===== src/design/format_string_expander_unit_defines.svh =====
// Assertion helpers shared by the expander RTL.
// All checks are clocked on aclk and held off while aresetn is low.
`ifndef FORMAT_STRING_EXPANDER_UNIT_DEFINES_SVH
`define FORMAT_STRING_EXPANDER_UNIT_DEFINES_SVH

// Same-cycle implication.
`define FESX_ASSERT_IMP(label, ante, cons, msg) \
    label: assert property (@(posedge aclk) disable iff (!aresetn) \
        (ante) |-> (cons)) else $error(msg);

// Next-cycle implication.
`define FESX_ASSERT_NXT(label, ante, cons, msg) \
    label: assert property (@(posedge aclk) disable iff (!aresetn) \
        (ante) |=> (cons)) else $error(msg);

`endif


===== src/design/fesx_pkg.sv =====
package fesx_pkg;

    // Fixed field widths
    localparam int CHAR_W = 8;
    localparam int VAL_W  = 16;
    localparam int LEN_W  = 8;

    // BCD digits needed to hold any VAL_W-bit value
    localparam int BCD_DIGITS = 5;
    localparam int BCD_W      = 4 * BCD_DIGITS;

    // Command queue between front and back
    localparam int QUEUE_DEPTH = 2;

    // Characters of interest
    localparam logic [CHAR_W-1:0] CH_NUL     = 8'h00;
    localparam logic [CHAR_W-1:0] CH_PERCENT = 8'h25;
    localparam logic [CHAR_W-1:0] CH_D       = 8'h64;
    localparam logic [CHAR_W-1:0] CH_B       = 8'h62;
    localparam logic [CHAR_W-1:0] CH_ZERO    = 8'h30;

    // Back-end operations
    localparam logic [1:0] OP_CHAR = 2'd0;
    localparam logic [1:0] OP_END  = 2'd1;
    localparam logic [1:0] OP_DEC  = 2'd2;
    localparam logic [1:0] OP_BIN  = 2'd3;

    typedef struct packed {
        logic [1:0]        op;
        logic [CHAR_W-1:0] ch;
        logic [VAL_W-1:0]  value;
    } fesx_cmd_t;

    typedef struct packed {
        logic full;
        logic empty;
    } fesx_qstat_t;

endpackage


===== src/design/fesx_front.sv =====
module fesx_front (
    input  logic                              aclk,
    input  logic                              aresetn,
    input  logic                              s_valid,
    output logic                              s_ready,
    input  logic [fesx_pkg::CHAR_W-1:0]       s_in_char,
    input  logic [fesx_pkg::VAL_W-1:0]        s_value,
    input  fesx_pkg::fesx_qstat_t             q_stat,
    output logic                              q_push,
    output fesx_pkg::fesx_cmd_t               q_cmd
);
    import fesx_pkg::*;

    logic escape_reg;
    logic escape_next;
    logic has_cmd;
    logic accept;

    assign s_ready = !q_stat.full;
    assign accept  = s_valid && s_ready;

    // Classify the incoming character
    always_comb begin
        has_cmd     = 1'b0;
        escape_next = escape_reg;
        q_cmd.op    = OP_CHAR;
        q_cmd.ch    = s_in_char;
        q_cmd.value = s_value;
        if (escape_reg) begin
            escape_next = 1'b0;
            if (s_in_char == CH_NUL) begin
                has_cmd  = 1'b1;
                q_cmd.op = OP_END;
            end else if (s_in_char == CH_D) begin
                has_cmd  = 1'b1;
                q_cmd.op = OP_DEC;
            end else if (s_in_char == CH_B) begin
                has_cmd  = 1'b1;
                q_cmd.op = OP_BIN;
            end
        end else if (s_in_char == CH_NUL) begin
            has_cmd  = 1'b1;
            q_cmd.op = OP_END;
        end else if (s_in_char == CH_PERCENT) begin
            escape_next = 1'b1;
        end else begin
            has_cmd = 1'b1;
        end
    end

    assign q_push = accept && has_cmd;

    // Escape flag
    always_ff @(posedge aclk) begin
        if (!aresetn) begin
            escape_reg <= 1'b0;
        end else if (accept) begin
            escape_reg <= escape_next;
        end
    end

endmodule


===== src/design/fesx_queue.sv =====
module fesx_queue (
    input  logic                  aclk,
    input  logic                  aresetn,
    input  logic                  push,
    input  fesx_pkg::fesx_cmd_t   push_cmd,
    input  logic                  pop,
    output fesx_pkg::fesx_cmd_t   head_cmd,
    output fesx_pkg::fesx_qstat_t stat
);
    import fesx_pkg::*;

    localparam int PTR_W = (QUEUE_DEPTH > 1) ? $clog2(QUEUE_DEPTH) : 1;
    localparam int CNT_W = $clog2(QUEUE_DEPTH + 1);

    fesx_cmd_t        entry_reg [QUEUE_DEPTH];
    logic [PTR_W-1:0] wr_ptr_reg;
    logic [PTR_W-1:0] wr_ptr_next;
    logic [PTR_W-1:0] rd_ptr_reg;
    logic [PTR_W-1:0] rd_ptr_next;
    logic [CNT_W-1:0] fill_reg;
    logic [CNT_W-1:0] fill_next;

    assign stat.full  = (fill_reg == CNT_W'(QUEUE_DEPTH));
    assign stat.empty = (fill_reg == '0);
    assign head_cmd   = entry_reg[rd_ptr_reg];

    // Pointer and fill bookkeeping
    always_comb begin
        wr_ptr_next = wr_ptr_reg;
        rd_ptr_next = rd_ptr_reg;
        fill_next   = fill_reg;
        if (push) begin
            wr_ptr_next = (wr_ptr_reg == PTR_W'(QUEUE_DEPTH - 1)) ? '0 : wr_ptr_reg + 1'b1;
        end
        if (pop) begin
            rd_ptr_next = (rd_ptr_reg == PTR_W'(QUEUE_DEPTH - 1)) ? '0 : rd_ptr_reg + 1'b1;
        end
        if (push && !pop) begin
            fill_next = fill_reg + 1'b1;
        end else if (pop && !push) begin
            fill_next = fill_reg - 1'b1;
        end
    end

    always_ff @(posedge aclk) begin
        if (!aresetn) begin
            wr_ptr_reg <= '0;
            rd_ptr_reg <= '0;
            fill_reg   <= '0;
        end else begin
            wr_ptr_reg <= wr_ptr_next;
            rd_ptr_reg <= rd_ptr_next;
            fill_reg   <= fill_next;
        end
    end

    // Entry storage
    always_ff @(posedge aclk) begin
        if (push) begin
            entry_reg[wr_ptr_reg] <= push_cmd;
        end
    end

endmodule


===== src/design/fesx_back.sv =====
module fesx_back #(
    parameter int DEC_DIGITS = 5,
    parameter int BIN_BITS   = 16
) (
    input  logic                          aclk,
    input  logic                          aresetn,
    input  fesx_pkg::fesx_qstat_t         q_stat,
    input  fesx_pkg::fesx_cmd_t           q_cmd,
    output logic                          q_pop,
    output logic                          m_valid,
    input  logic                          m_ready,
    output logic [fesx_pkg::CHAR_W-1:0]   m_out_char,
    output logic [fesx_pkg::LEN_W-1:0]    m_length,
    output logic                          m_done_res,
    output logic                          m_last
);
    import fesx_pkg::*;

    localparam int STEP_W = $clog2(VAL_W);
    localparam int DIDX_W = (DEC_DIGITS > 1) ? $clog2(DEC_DIGITS) : 1;
    localparam int BIDX_W = (BIN_BITS > 1) ? $clog2(BIN_BITS) : 1;

    localparam logic [1:0] ST_IDLE = 2'd0;
    localparam logic [1:0] ST_CONV = 2'd1;
    localparam logic [1:0] ST_DEC  = 2'd2;
    localparam logic [1:0] ST_BIN  = 2'd3;

    logic [1:0]        state_reg,   state_next;
    logic [LEN_W-1:0]  count_reg,   count_next;
    logic [VAL_W-1:0]  sh_reg,      sh_next;
    logic [BCD_W-1:0]  bcd_reg,     bcd_next;
    logic [STEP_W-1:0] step_reg,    step_next;
    logic [DIDX_W-1:0] didx_reg,    didx_next;
    logic              started_reg, started_next;
    logic [BIDX_W-1:0] bidx_reg,    bidx_next;
    logic              valid_reg,   valid_next;
    logic [CHAR_W-1:0] char_reg,    char_next;
    logic [LEN_W-1:0]  len_reg,     len_next;
    logic              done_reg,    done_next;
    logic              last_reg,    last_next;

    logic              can_load;
    logic [BCD_W-1:0]  bcd_adj;
    logic [3:0]        digit;
    logic              show;
    logic              bin_bit;

    // Decimal digit at a position; positions past the converter read zero
    function automatic logic [3:0] digit_at(input logic [BCD_W-1:0] bcd,
                                            input logic [DIDX_W-1:0] idx);
        logic [3:0] d;
        d = 4'd0;
        for (int j = 0; j < BCD_DIGITS; j++) begin
            if (int'(idx) == j) begin
                d = bcd[4*j +: 4];
            end
        end
        return d;
    endfunction

    // Value bit at a position; bits above the value width read zero
    function automatic logic bit_at(input logic [VAL_W-1:0] v,
                                    input logic [BIDX_W-1:0] idx);
        logic b;
        b = 1'b0;
        for (int j = 0; j < VAL_W; j++) begin
            if (int'(idx) == j) begin
                b = v[j];
            end
        end
        return b;
    endfunction

    // Add-3 correction for one shift-and-add BCD step
    always_comb begin
        for (int j = 0; j < BCD_DIGITS; j++) begin
            bcd_adj[4*j +: 4] = (bcd_reg[4*j +: 4] >= 4'd5) ? bcd_reg[4*j +: 4] + 4'd3
                                                             : bcd_reg[4*j +: 4];
        end
    end

    assign can_load = !valid_reg || m_ready;
    assign digit    = digit_at(bcd_reg, didx_reg);
    assign show     = (digit != 4'd0) || started_reg || (didx_reg == '0);
    assign bin_bit  = bit_at(sh_reg, bidx_reg);

    // Sequencer and output beat
    always_comb begin
        state_next   = state_reg;
        count_next   = count_reg;
        sh_next      = sh_reg;
        bcd_next     = bcd_reg;
        step_next    = step_reg;
        didx_next    = didx_reg;
        started_next = started_reg;
        bidx_next    = bidx_reg;
        valid_next   = valid_reg && !m_ready;
        char_next    = char_reg;
        len_next     = len_reg;
        done_next    = done_reg;
        last_next    = last_reg;
        q_pop        = 1'b0;

        unique case (state_reg)
            ST_IDLE: begin
                if (!q_stat.empty) begin
                    unique case (q_cmd.op)
                        OP_CHAR: begin
                            if (can_load) begin
                                q_pop      = 1'b1;
                                valid_next = 1'b1;
                                char_next  = q_cmd.ch;
                                len_next   = count_reg + 1'b1;
                                done_next  = 1'b0;
                                last_next  = 1'b1;
                                count_next = count_reg + 1'b1;
                            end
                        end
                        OP_END: begin
                            if (can_load) begin
                                q_pop      = 1'b1;
                                valid_next = 1'b1;
                                char_next  = CH_NUL;
                                len_next   = count_reg;
                                done_next  = 1'b1;
                                last_next  = 1'b1;
                                count_next = '0;
                            end
                        end
                        OP_DEC: begin
                            q_pop      = 1'b1;
                            sh_next    = q_cmd.value;
                            bcd_next   = '0;
                            step_next  = STEP_W'(VAL_W - 1);
                            state_next = ST_CONV;
                        end
                        OP_BIN: begin
                            q_pop      = 1'b1;
                            sh_next    = q_cmd.value;
                            bidx_next  = BIDX_W'(BIN_BITS - 1);
                            state_next = ST_BIN;
                        end
                        default: ;
                    endcase
                end
            end
            ST_CONV: begin
                // one value bit per cycle, MSB first
                bcd_next  = {bcd_adj[BCD_W-2:0], sh_reg[VAL_W-1]};
                sh_next   = {sh_reg[VAL_W-2:0], 1'b0};
                step_next = step_reg - 1'b1;
                if (step_reg == '0) begin
                    didx_next    = DIDX_W'(DEC_DIGITS - 1);
                    started_next = 1'b0;
                    state_next   = ST_DEC;
                end
            end
            ST_DEC: begin
                // leading zeros are skipped without a beat
                if (!show || can_load) begin
                    if (show) begin
                        valid_next   = 1'b1;
                        char_next    = CH_ZERO + {{(CHAR_W-4){1'b0}}, digit};
                        len_next     = count_reg + 1'b1;
                        done_next    = 1'b0;
                        last_next    = (didx_reg == '0);
                        count_next   = count_reg + 1'b1;
                        started_next = 1'b1;
                    end
                    if (didx_reg == '0) begin
                        state_next = ST_IDLE;
                    end else begin
                        didx_next = didx_reg - 1'b1;
                    end
                end
            end
            ST_BIN: begin
                if (can_load) begin
                    valid_next = 1'b1;
                    char_next  = CH_ZERO + {{(CHAR_W-1){1'b0}}, bin_bit};
                    len_next   = count_reg + 1'b1;
                    done_next  = 1'b0;
                    last_next  = (bidx_reg == '0);
                    count_next = count_reg + 1'b1;
                    if (bidx_reg == '0) begin
                        state_next = ST_IDLE;
                    end else begin
                        bidx_next = bidx_reg - 1'b1;
                    end
                end
            end
            default: state_next = ST_IDLE;
        endcase
    end

    // Control state
    always_ff @(posedge aclk) begin
        if (!aresetn) begin
            state_reg <= ST_IDLE;
            count_reg <= '0;
            valid_reg <= 1'b0;
        end else begin
            state_reg <= state_next;
            count_reg <= count_next;
            valid_reg <= valid_next;
        end
    end

    // Datapath and output payload
    always_ff @(posedge aclk) begin
        sh_reg      <= sh_next;
        bcd_reg     <= bcd_next;
        step_reg    <= step_next;
        didx_reg    <= didx_next;
        started_reg <= started_next;
        bidx_reg    <= bidx_next;
        char_reg    <= char_next;
        len_reg     <= len_next;
        done_reg    <= done_next;
        last_reg    <= last_next;
    end

    assign m_valid    = valid_reg;
    assign m_out_char = char_reg;
    assign m_length   = len_reg;
    assign m_done_res = done_reg;
    assign m_last     = last_reg;

endmodule


===== src/design/format_string_expander_unit.sv =====
// Format string expander.
// Input channel (s_valid/s_ready): one format character per beat on s_in_char,
// with the value for the percent-d and percent-b escapes on s_value.
// Result channel (m_valid/m_ready): one emitted character per beat on
// m_out_char with the running message length on m_length; m_last marks the
// final beat caused by one input, m_done_res marks the end-of-message beat
// (caused by a NUL) whose m_length is the final length modulo 256.
// A '%' and an unknown escape selector produce no beat.
// A literal or NUL beat passes through the queue entry register, then the output
// register, on its way to m_valid after its input beat is accepted.
// Literals and NULs sustain one beat per cycle while the receiver is ready. A
// percent-d is dispatched, converted in the bit-serial BCD converter, then
// emitted by walking the digits; a percent-b is dispatched, then emitted one bit
// per output beat. The back end takes no new command until the expansion is done.
// A two-entry command queue decouples the input side from the back end; when
// the receiver stalls the queue fills and s_ready drops.
// Reset clears the pending escape, the length count, the queue and m_valid.
`include "format_string_expander_unit_defines.svh"

module format_string_expander_unit #(
    parameter int DEC_DIGITS = 5,
    parameter int BIN_BITS   = 16
) (
    input  logic                          aclk,
    input  logic                          aresetn,
    input  logic                          s_valid,
    output logic                          s_ready,
    input  logic [fesx_pkg::CHAR_W-1:0]   s_in_char,
    input  logic [fesx_pkg::VAL_W-1:0]    s_value,
    output logic                          m_valid,
    input  logic                          m_ready,
    output logic [fesx_pkg::CHAR_W-1:0]   m_out_char,
    output logic [fesx_pkg::LEN_W-1:0]    m_length,
    output logic                          m_done_res,
    output logic                          m_last
);
    import fesx_pkg::*;

    fesx_qstat_t q_stat;
    fesx_cmd_t   push_cmd;
    fesx_cmd_t   head_cmd;
    logic        q_push;
    logic        q_pop;

    // Front: accept and classify
    fesx_front u_front (
        .aclk      (aclk),
        .aresetn   (aresetn),
        .s_valid   (s_valid),
        .s_ready   (s_ready),
        .s_in_char (s_in_char),
        .s_value   (s_value),
        .q_stat    (q_stat),
        .q_push    (q_push),
        .q_cmd     (push_cmd)
    );

    // Command queue
    fesx_queue u_queue (
        .aclk     (aclk),
        .aresetn  (aresetn),
        .push     (q_push),
        .push_cmd (push_cmd),
        .pop      (q_pop),
        .head_cmd (head_cmd),
        .stat     (q_stat)
    );

    // Back: expand and emit
    fesx_back #(
        .DEC_DIGITS (DEC_DIGITS),
        .BIN_BITS   (BIN_BITS)
    ) u_back (
        .aclk       (aclk),
        .aresetn    (aresetn),
        .q_stat     (q_stat),
        .q_cmd      (head_cmd),
        .q_pop      (q_pop),
        .m_valid    (m_valid),
        .m_ready    (m_ready),
        .m_out_char (m_out_char),
        .m_length   (m_length),
        .m_done_res (m_done_res),
        .m_last     (m_last)
    );

    // Checks
    `FESX_ASSERT_IMP(a_done_is_last, m_valid && m_done_res, m_last && (m_out_char == CH_NUL), "done beat must be last and carry NUL")
    `FESX_ASSERT_IMP(a_char_nonzero, m_valid && !m_done_res, m_out_char != CH_NUL, "character beat carries NUL")
    `FESX_ASSERT_IMP(a_no_pop_empty, q_pop, !q_stat.empty, "pop from empty command queue")
    `FESX_ASSERT_IMP(a_no_push_full, q_push, !q_stat.full || q_pop, "push into full command queue")

endmodule


===== config.mk =====
export PLATFORM = sky130hd
export DESIGN_NAME = format_string_expander_unit
export DESIGN_NICKNAME = d
export VERILOG_FILES = /design/src/design/fesx_pkg.sv /design/src/design/fesx_front.sv /design/src/design/fesx_queue.sv /design/src/design/fesx_back.sv /design/src/design/format_string_expander_unit.sv
export VERILOG_INCLUDE_DIRS = /design/src /design/src/design
export SDC_FILE = /design/constraint.sdc
export NUM_CORES = 1
export LEC_CHECK = 0
export BUFFER_PORTS_ARGS = -buffer_cell sky130_fd_sc_hd__clkbuf_2
export CAP_MARGIN = 20
export CORE_AREA = 3 3 133 135
export DETAILED_ROUTE_END_ITERATION = 8
export DIE_AREA = 0 0 136 138
export GPL_TIMING_DRIVEN = 1
export PLACE_DENSITY = 0.53
export SLEW_MARGIN = 25
export SYNTH_ARGS = -nofsm -noshare
export SYNTH_HDL_FRONTEND = slang
export SYNTH_SLANG_ARGS = --single-unit

===== constraint.sdc =====
create_clock -name aclk -period 5.4 [get_ports aclk]
set_clock_uncertainty 0.05 [all_clocks]
set_input_delay 1.08 -clock aclk [delete_from_list [all_inputs] [get_ports aclk]]
set_output_delay 1.08 -clock aclk [all_outputs]
set_load 0.1 [all_outputs]

==> flow_summary.yaml <==
outcome:
  status: "complete, no violations"
detailed_routing:
  vias: 4479
  drt_iter0_drc: 358
  wl_per_cell_um: 15.26
  route.detailed.drc: 0
  ant_nets: 0
  wl_um: 13200
  first_pass_iters: 5
  vias_per_cell: 5.178
placement:
  globalplace.congestion: 0.8133
  dp_hpwl_um: 9227
  dpl_cell_area_um2: 7030
  place_ws_ps: 2188
  port-buffer-count: 47
floorplanning:
  chipHeight_um: 138
  rows: 47
  dieWidth_um: 136
  io_pins: 48
  start_util: 0.3970
  coreArea_um2: 16580
  die_area_um2: 18770
final_layout:
  design_area_um2: 7714
  areaGrowthSynthToFinish_pct: 17.16
  final_common_cell: "edfxtp_1"
  nFillCells: 1547
  final-seq-area_um2: 3884
  largest_reg_flops: 52
  multiInputGateArea_um2: 2482
  final_cell_mix: "118 x edfxtp_1, 65 x nor2_1, 55 x a21oi_1"
  drive_gt1_frac: 0.1395
  finalNetCount: 682
  diodes: 0
  final_util: 0.4651
synthesis:
  synth_mux_area_frac: 0.04314
  synth.distinct_cells: 62
  synth_fa_ha_area_frac: 0.04181
  synth_xor_area_frac: 0.02661
  synth_flop_cell: "edfxtp_1"
  synth_area_um2: 6584
  synth-compound-area-share: 0.1199
  synth.net_count: 637
  ys_ff_latch: 135
  synth_async_sr_flop_share: 0
  synth_top_family_by_area: "simple AND/OR/NAND/NOR gates"
  netlist_instances: 587
  syn_avg_cell_area_um2: 11.22
  synth-simple-area-share: 0.1444
  ys_warn_count: 0
  synth-edff-count: 118
  synth_seq_area_share: 0.5899
timing:
  rsz0062_at_grt: "false"
  fmax_mhz: 323.6
  min_period_ps: 3090
  setup_viol: 0
  timing.final.crit_share: 0.5722
  drv_slew: 0
  hold_violations: 0
  hold_ws_ps: 453.2
  worst_pin_slew_ps: 912.0
  slew_headroom: 0.3898
  worst_slack_ps: 2310
  fin_setup_tns_ps: 0
grt:
  grt.overflow.total: 0
  grt_pass1_vias: 4344
  antenna_found_initial: 0
  grt_max_degree: 51
  grt_pass1_wl_um: 21930
  grt_usage: 0.1463
setup_path:
  critPathMaxStageDelay_ps: 810
  crit_buf_inv: 0
  crit_start: "u_back.state_reg[1]$_SDFFE_PN0P_"
  crit_fanout: 18
  rr_startpoint: "u_back.state_reg[1]$_SDFFE_PN0P_"
  critPathRequiredTime_ps: 5390
  crit_type: "flop to flop"
  endpoint: "u_back.m_out_char[1]$_DFFE_PP_"
  r2r_slack_ps: 2310
  rr_worst_depth: 4
  start_kind: "flop"
  cp.depth: 4
  cpMaxStageDelayCell: "nor2_1"
  worstSetupEndpointType: "flop"
  cp_cell_sequence: "nor4bb_1 > nor2_1 > o2111ai_1 > nor2_1"
  r2r-end: "u_back.m_out_char[1]$_DFFE_PP_"
  cp_top_family: "simple AND/OR/NAND/NOR gates"
  arrival_ps: 3080
  cpMostUsedCell: "nor2_1"
worst_hold_path:
  hold_path.class: "flop to flop"
cts:
  path_clk_slew_ps: 60
  tritoncts: "yes"
  cts-htree-levels: 4
  postCtsHoldBufs: 0
  clk-insertion-delay-late_ps: 420
  postCtsSetupBuffers: 0
  numCtsBuffers: 17
  root_buffer: "clkbuf_16"
  cts_buffer_depth: 2
  cts.sinks: 135
  cts_resized: 0
power_and_ir_drop:
  power_density_nw_per_um2: 611.6
  leakage_uw: 0.002780
  vdd_drop_max_uv: 359.9
job:
  max_cap_viol_count: 0
[final cells by class]
type,instances,share of cell area
Clock buffer,19,0.05612
Sequential cell,135,0.5035
Multi-Input combinational cell,396,0.3218
Tap cell,220,0.03569
Timing Repair Buffer,53,0.03633
Inverter,29,0.01411
Clock inverter,13,0.03244
[worst min-delay path by stage]
stage / from / end / depth (start not counted)
CTS: u_queue.rd_ptr_reg$_SDFFE_PN0P_ / u_queue.rd_ptr_reg$_SDFFE_PN0P_ / 2
floorplan: u_queue.rd_ptr_reg$_SDFFE_PN0P_ / flop / 2
finish: u_queue.rd_ptr_reg$_SDFFE_PN0P_ / u_queue.rd_ptr_reg$_SDFFE_PN0P_ / 2
global placement: u_queue.rd_ptr_reg$_SDFFE_PN0P_ / u_queue.rd_ptr_reg$_SDFFE_PN0P_ / 2
detailed placement: u_queue.rd_ptr_reg$_SDFFE_PN0P_ / u_queue.rd_ptr_reg$_SDFFE_PN0P_ / 2
global route: u_queue.rd_ptr_reg$_SDFFE_PN0P_ / flop / 2
[where the power goes]
part | internal [uW] | total (uW) | switching [uW] | leakage [uW]
clock | 911 | 1340 | 429 | 0.000323
combinational | 421 | 1620 | 1200 | 0.00124
sequential | 1560 | 1760 | 198 | 0.00122
[per-layer routing]
metal	track usage	wire length, um	vias to the layer above
met5	0	0	-
met4	0.04509	178	0
met3	0.04033	562	18
met2	0.2175	5870	94
met1	0.2090	6586	2124
li1	-	-	2243
[logic make-up after synthesis]
| kind of cell | count (synthesis) |
|---|---|
| buffers and inverters | 56 |
| DFF | 135 |
| muxes | 28 |
| AOI/OAI and AO/OA | 129 |
| adders and majority gates | 22 |
| and+or+nand+nor | 197 |
| xor gates and xnor gates | 20 |
[cells in the mapped netlist (all sizes together) (5+ instances only)]
library cell	n	area, um^2
dfxtp	17	340.3
buf	7	41.29
ha	22	275.3
o21ai	23	115.1
nand2	48	180.2
nor3	14	70.07
o22ai	7	43.79
a21oi	55	275.3
mux2i	25	250.2
o32ai	5	43.79
inv	29	108.9
edfxtp	118	3543
nor2	65	244.0
nand3	14	70.07
or3	6	37.54
xnor2	12	105.1
nand2b	18	112.6
xor2	8	70.07
nor2b	6	37.54
clkbuf	20	75.07
[worst min-delay path: cells and delay by family (launching register included)]
family	cells	cell delay [ps]
XOR/XNOR	1	80
AND/OR/NAND/NOR	1	70
flip-flops	1	320
[metrics by stage]
step / instances / power [uW]
6_report: 865 / 4718
5_1_grt: 865 / 4990
4_1_cts: 865 / 4768
3_5_place_dp: 833 / 3408
3_3_place_gp: 833 / 3377
2_1_floorplan: 587 / 3036
Note: power is estimated with default switching activity, not from simulation.
